$ cat config.mk
export PLATFORM = sky130hd
export DESIGN_NAME = multitap_text_entry
export DESIGN_NICKNAME = d
export VERILOG_FILES = /design/src/rtl/core/mte_pkg.sv /design/src/rtl/core/multitap_text_entry.sv
export SDC_FILE = /design/constraint.sdc
export NUM_CORES = 1
export LEC_CHECK = 0
export BUFFER_PORTS_ARGS = -buffer_cell sky130_fd_sc_hd__buf_2
export CORE_MARGIN = 2
export CORE_UTILIZATION = 44
export DETAILED_ROUTE_END_ITERATION = 16
export SYNTH_ARGS = -nofsm -noshare
export SYNTH_HDL_FRONTEND = slang
export SYNTH_SLANG_ARGS = --single-unit
$ cat constraint.sdc
create_clock -name aclk -period 10.66 [get_ports aclk]
set_input_delay 0.533 -clock aclk [delete_from_list [all_inputs] [get_ports aclk]]
set_output_delay 0.533 -clock aclk [all_outputs]
set_load 0.01 [all_outputs]
$ cat src/rtl/core/mte_pkg.sv
`default_nettype none

package mte_pkg;

    typedef enum logic [1:0] {
        MODE_TICK    = 2'd0,
        MODE_RELEASE = 2'd1,
        MODE_CLEAR   = 2'd2,
        MODE_NONE    = 2'd3
    } mode_t;

    typedef struct packed {
        logic [1:0] mode;
        logic [1:0] key_row;
        logic [2:0] key_col;
    } in_beat_t;

    typedef struct packed {
        logic       char_valid;
        logic [7:0] char_code;
        logic       preview_valid;
        logic [7:0] preview_code;
    } out_beat_t;

    localparam int unsigned NUM_KEYS = 12;
    localparam int unsigned MAX_TAPS = 5;
    localparam logic [15:0] TIMEOUT_RESET = 16'd800;
    localparam logic [15:0] IDLE_MAX      = 16'hFFFF;

    // Character sets by key index, unused slots are zero.
    localparam logic [7:0] CHARSET [NUM_KEYS][MAX_TAPS] = '{
        '{8'h5F, 8'h2C, 8'h40, 8'h31, 8'h00},  // _ , @ 1
        '{8'h41, 8'h42, 8'h43, 8'h32, 8'h00},  // A B C 2
        '{8'h44, 8'h45, 8'h46, 8'h33, 8'h00},  // D E F 3
        '{8'h47, 8'h48, 8'h49, 8'h34, 8'h00},  // G H I 4
        '{8'h4A, 8'h4B, 8'h4C, 8'h35, 8'h00},  // J K L 5
        '{8'h4D, 8'h4E, 8'h4F, 8'h36, 8'h00},  // M N O 6
        '{8'h50, 8'h51, 8'h52, 8'h53, 8'h37},  // P Q R S 7
        '{8'h54, 8'h55, 8'h56, 8'h38, 8'h00},  // T U V 8
        '{8'h57, 8'h58, 8'h59, 8'h5A, 8'h39},  // W X Y Z 9
        '{8'h5F, 8'h28, 8'h29, 8'h00, 8'h00},  // _ ( )
        '{8'h30, 8'h20, 8'h00, 8'h00, 8'h00},  // 0 space
        '{8'h23, 8'h0A, 8'h00, 8'h00, 8'h00}   // # newline
    };

    localparam logic [2:0] CHARSET_LEN [NUM_KEYS] = '{
        3'd4, 3'd4, 3'd4, 3'd4, 3'd4, 3'd4, 3'd5, 3'd4, 3'd5, 3'd3, 3'd2, 3'd2
    };

    function automatic logic [2:0] key_len(input logic [3:0] key);
        logic [2:0] len;
        if (key < 4'(NUM_KEYS)) begin
            len = CHARSET_LEN[key];
        end else begin
            len = CHARSET_LEN[0];
        end
        return len;
    endfunction

    // Keys above eleven fall back to key zero. A tap of five or more gives code zero.
    function automatic logic [7:0] key_char(input logic [3:0] key, input logic [2:0] tap);
        logic [3:0] k;
        logic [7:0] code;
        k = (key < 4'(NUM_KEYS)) ? key : 4'd0;
        if (tap < 3'(MAX_TAPS)) begin
            code = CHARSET[k][tap];
        end else begin
            code = 8'h00;
        end
        return code;
    endfunction

endpackage

`default_nettype wire

$ cat src/rtl/core/multitap_text_entry.sv
`default_nettype none

// Multi-tap keypad text entry. Each input beat is a millisecond tick, a key
// release on the 4x3 matrix or a clear, and each one produces exactly one
// result beat with the confirmed character (if any) and the pending preview.
// The block takes one beat per clock: the key state is updated and the result
// is computed in the same cycle, and the result sits in a single output
// register that may be refilled in the cycle it is taken, so s_ready only
// drops while that register is held by m_ready low. timeout_reg is written
// through cfg_wr_en/cfg_wr_data and resets to 800.
module multitap_text_entry
    import mte_pkg::*;
(
    input  wire logic      aclk,
    input  wire logic      aresetn,
    input  wire logic      cfg_wr_en,
    input  wire logic [15:0] cfg_wr_data,
    input  wire logic      s_valid,
    output logic           s_ready,
    input  wire in_beat_t  s_data,
    output logic           m_valid,
    input  wire logic      m_ready,
    output out_beat_t      m_data
);

    logic [15:0] timeout_reg;
    logic        pend_valid_reg, pend_valid_next;
    logic [3:0]  pend_key_reg, pend_key_next;
    logic [2:0]  tap_reg, tap_next;
    logic [15:0] idle_reg, idle_next;
    logic        m_valid_reg;
    out_beat_t   m_data_reg, m_data_next;

    logic        accept;
    logic [15:0] idle_inc;
    logic [3:0]  key;
    logic [2:0]  len;
    logic        col_ok;
    logic        confirm;
    logic [7:0]  confirm_code;

    assign s_ready = !m_valid_reg || m_ready;
    assign accept  = s_valid && s_ready;
    assign m_valid = m_valid_reg;
    assign m_data  = m_data_reg;

    assign idle_inc = (idle_reg == IDLE_MAX) ? idle_reg : idle_reg + 16'd1;
    assign key      = 4'({s_data.key_row, 1'b0}) + 4'(s_data.key_row)
                      + 4'(s_data.key_col) - 4'd1;
    assign len      = key_len(key);
    assign col_ok   = (s_data.key_col >= 3'd1) && (s_data.key_col <= 3'd3);
    assign confirm_code = key_char(pend_key_reg, tap_reg);

    always_comb begin
        pend_valid_next = pend_valid_reg;
        pend_key_next   = pend_key_reg;
        tap_next        = tap_reg;
        idle_next       = idle_reg;
        confirm         = 1'b0;
        unique case (mode_t'(s_data.mode))
            MODE_TICK: begin
                idle_next = idle_inc;
                if (pend_valid_reg && (idle_inc > timeout_reg)) begin
                    confirm         = 1'b1;
                    pend_valid_next = 1'b0;
                    pend_key_next   = 4'd0;
                    tap_next        = 3'd0;
                    idle_next       = 16'd0;
                end
            end
            MODE_RELEASE: begin
                if (col_ok) begin
                    idle_next = 16'd0;
                    if (pend_valid_reg && (pend_key_reg == key)) begin
                        tap_next = (tap_reg + 3'd1 >= len) ? 3'd0 : tap_reg + 3'd1;
                    end else begin
                        confirm         = pend_valid_reg;
                        pend_valid_next = 1'b1;
                        pend_key_next   = key;
                        tap_next        = 3'd0;
                    end
                end
            end
            MODE_CLEAR: begin
                pend_valid_next = 1'b0;
                pend_key_next   = 4'd0;
                tap_next        = 3'd0;
                idle_next       = 16'd0;
            end
            MODE_NONE: begin
            end
            default: begin
            end
        endcase

        m_data_next.char_valid    = confirm;
        m_data_next.char_code     = confirm ? confirm_code : 8'h00;
        m_data_next.preview_valid = pend_valid_next;
        m_data_next.preview_code  = pend_valid_next ? key_char(pend_key_next, tap_next)
                                                    : 8'h00;
    end

    always_ff @(posedge aclk) begin
        if (!aresetn) begin
            timeout_reg    <= TIMEOUT_RESET;
            pend_valid_reg <= 1'b0;
            pend_key_reg   <= 4'd0;
            tap_reg        <= 3'd0;
            idle_reg       <= 16'd0;
            m_valid_reg    <= 1'b0;
        end else begin
            if (cfg_wr_en) begin
                timeout_reg <= cfg_wr_data;
            end
            if (accept) begin
                pend_valid_reg <= pend_valid_next;
                pend_key_reg   <= pend_key_next;
                tap_reg        <= tap_next;
                idle_reg       <= idle_next;
                m_valid_reg    <= 1'b1;
            end else if (m_ready) begin
                m_valid_reg <= 1'b0;
            end
        end
    end

    always_ff @(posedge aclk) begin
        if (accept) begin
            m_data_reg <= m_data_next;
        end
    end

endmodule

`default_nettype wire

==> results.py <==
metrics = {
    "clocking": {
        "htreeDepth": 3,
        "clock-sinks": 57,
        "root_buffer": "clkbuf_16",
        "clk_latency_ps": 340,
        "cts_buffer_depth": 2,
        "cts_tree": "built",
        "holdBufCountCts": 0,
        "cts_inserted_buffers": 9,
        "ctsResizeCount": 0,
        "post-cts-setup-buffers": 0,
        "cts.reportedPaths.clkPinSlew_ps": 50,
    },
    "routing": {
        "via_per_inst": 5.86,
        "drcViolationCount": 0,
        "drtIter0Drc": 340,
        "ant_nets": 0,
        "drt_pass1_iterations": 5,
        "via_count": 4812,
        "wl_per_cell_um": 16.3,
        "drt_wl_total_mm": 13.4,
    },
    "final_layout": {
        "drive_gt1_share_pct": 15.4,
        "diodes": 0,
        "fin_cells": 821,
        "final_area_um2": 5860,
        "area_growth_pct": 9.85,
        "fin_nets": 740,
    },
    "timing": {
        "holdWs_ps": 423,
        "relSlewSlack_pct": 25.5,
        "worst_pin_slew_ps": 1110,
        "period_minus_slack_ps": 6260,
        "max_freq_mhz": 160,
        "hold_violations": 0,
        "rsz0062_at_grt": "no",
        "skew_ps": 8.81,
        "setup_violations": 0,
        "setup-tns-final_ps": 0,
        "fin_crit_sh_pct": 58.8,
        "slew_violations": 0,
    },
    "synth": {
        "synthCells": 646,
        "ys_seq_area_share_pct": 24.4,
        "ys_ff_latch": 57,
        "yosysUniqueCellTypes": 94,
        "postSynth.asyncResetShare_pct": 0,
        "synth_edf_count": 16,
        "synthFlopType": "dfxtp_1",
        "avgSynthCellArea_um2": 8.26,
        "yosysWarnings": 0,
        "syn-cell-area_um2": 5330,
    },
    "worst_setup_path": {
        "crit_required_ps": 10720,
        "cp.arrival_ps": 6320,
        "path_max_fanout": 13,
        "cp-end-kind": "flip-flop",
        "crit_path_start_kind": "flip-flop",
        "critPathKind": "flip-flop to flip-flop",
    },
    "global_routing": {
        "antenna_found_initial": 0,
        "grt_use_total_pct": 21.3,
        "grt_pass1_vias": 4545,
        "grt_overflow_total": 0,
        "grt_pass1_wl_mm": 22.2,
        "grt_max_degree": 45,
    },
    "outcome": {
        "status": "completed",
    },
    "die": {
        "io_pins": 48,
        "dieArea_um2": 13000,
        "std_cell_rows": 40,
        "start_util_pct": 44.8,
        "core_area_um2": 11900,
        "die_h_um": 114,
        "fp.dieW_um": 114,
    },
    "placement": {
        "dpl.cell_count": 805,
        "placed_area_um2": 5540,
        "gp_congestion": 0.983,
        "dp.final_hpwl_mm": 10.0,
        "port_buffers": 45,
    },
    "min_path": {
        "hp-class": "primary input to flip-flop",
    },
    "power_and_ir_drop": {
        "power_density_nw_per_um2": 114,
        "vdd.ir_drop.worst_v": 0.0000986,
        "leakagePower_nw": 2.44,
    },
    "job": {
        "cap_violations": 0,
    },
}
==> placed cells by master, fill, tap and decap left out, types with 9 or more instances in the layout <==
cell type / Yosys / final
a21oi_1: 45 / 45
o21ai_0: 38 / 38
nor3_1: 18 / 18
nand3_1: 10 / 10
a22oi_1: 14 / 14
a211oi_1: 11 / 11
nor2b_1: 37 / 37
xnor2_1: 9 / 9
xor2_1: 9 / 9
inv_1: 48 / 48
nor2_1: 45 / 45
mux2i_1: 23 / 23
clkbuf_16: 0 / 10
edfxtp_1: 16 / 16
dfxtp_1: 41 / 41
o211ai_1: 9 / 9
and3_1: 10 / 10
ha_1: 42 / 42
buf_2: 3 / 45
nand2_1: 45 / 45
==> critical path, cell delays in order (launching register included) <==
cell and delay [ps]:
dfxtp_1 430, and4_1 270, and4_1 250, and2_1 210, nand4_1 440, and3_1 420, and4_1 220, xor2_1 160
ha_1 310, nand4_1 150, nor4_4 200, a21bo_2 290, a32oi_2 680, a31oi_1 360, nand2_1 180, and2_1 200
inv_1 90, ha_1 330, a32oi_1 350, nor3b_2 90, nor3_1 200, a32oi_1 120
==> Yosys cell counts, drive strengths merged, types with 7 or more instances <==
cell	number	area, um2
clkbuf	24	110
a21oi	47	243
nor2	45	169
a211oi	11	82.6
nand2b	9	63.8
nand3	10	50.1
mux2i	23	230
ha	42	526
nand4	7	58.8
xor2	9	78.8
a31oi	9	62.6
o21ai	42	214
edfxtp	16	480
buf	13	97.6
inv	48	180
a22oi	14	105
and2	9	58.8
and3	11	73.8
nand2	47	181
dfxtp	41	821
nor3	18	90.1
nor2b	37	231
xnor2	9	78.8
o211ai	9	67.6
==> layout make-up <==
cell class | instances | area (um2)
Clock inverter | 5 | 58.8
Fill cell | 1160 | 6050
Clock buffer | 11 | 264
Sequential cell | 57 | 1300
Inverter | 49 | 184
Tap cell | 147 | 184
Timing Repair Buffer | 49 | 255
Multi-Input combinational cell | 503 | 3610
==> per-layer routing <==
| layer | GRT usage, % | routed length (um) |
|---|---|---|
| met4 | 7.07 | 234 |
| met3 | 4.18 | 734 |
| met1 | 28.6 | 6220 |
| met2 | 34.4 | 6230 |
| met5 | 0 | 0 |
==> stage by stage <==
stage               utilization, %  power, mW  setup slack, ps
finish                        49.2      0.668             4400
global route                  49.2      0.699             3960
global placement              46.5      0.360             4760
floorplan                        -      0.332             5720
detailed placement            46.5      0.361             4550
CTS                           49.2      0.675             4510
==> kinds of logic after synthesis <==
logic type | synth area share [%]
other | 0.0703
buffers and inverters | 7.95
AND/OR/NAND/NOR | 22.2
adder cells (fa/ha/maj) | 10.2
AO/OA/AOI/OAI | 25.6
multiplexers | 5.72
XOR/XNOR | 3.80
flip-flops | 24.4
==> worst paths after layout <==
check	endpoint	cells past startpoint	startpoint	slack [ps]
worst max-delay path	m_data[0]	21	idle_reg[3]	4400
worst min-delay path	timeout_reg[8]	3	cfg_wr_data[8]	420
worst max register to register	m_data[0]	21	idle_reg[3]	4400
worst min register to register	timeout_reg[9]	2	timeout_reg[9]	490
==> where the power goes <==
part	switching, mW	total [mW]	internal (mW)
Clock	0.109	0.311	0.202
Sequential	0.00373	0.235	0.231
Combinational	0.0739	0.122	0.0486
Note: power is estimated with default switching activity, not from simulation.
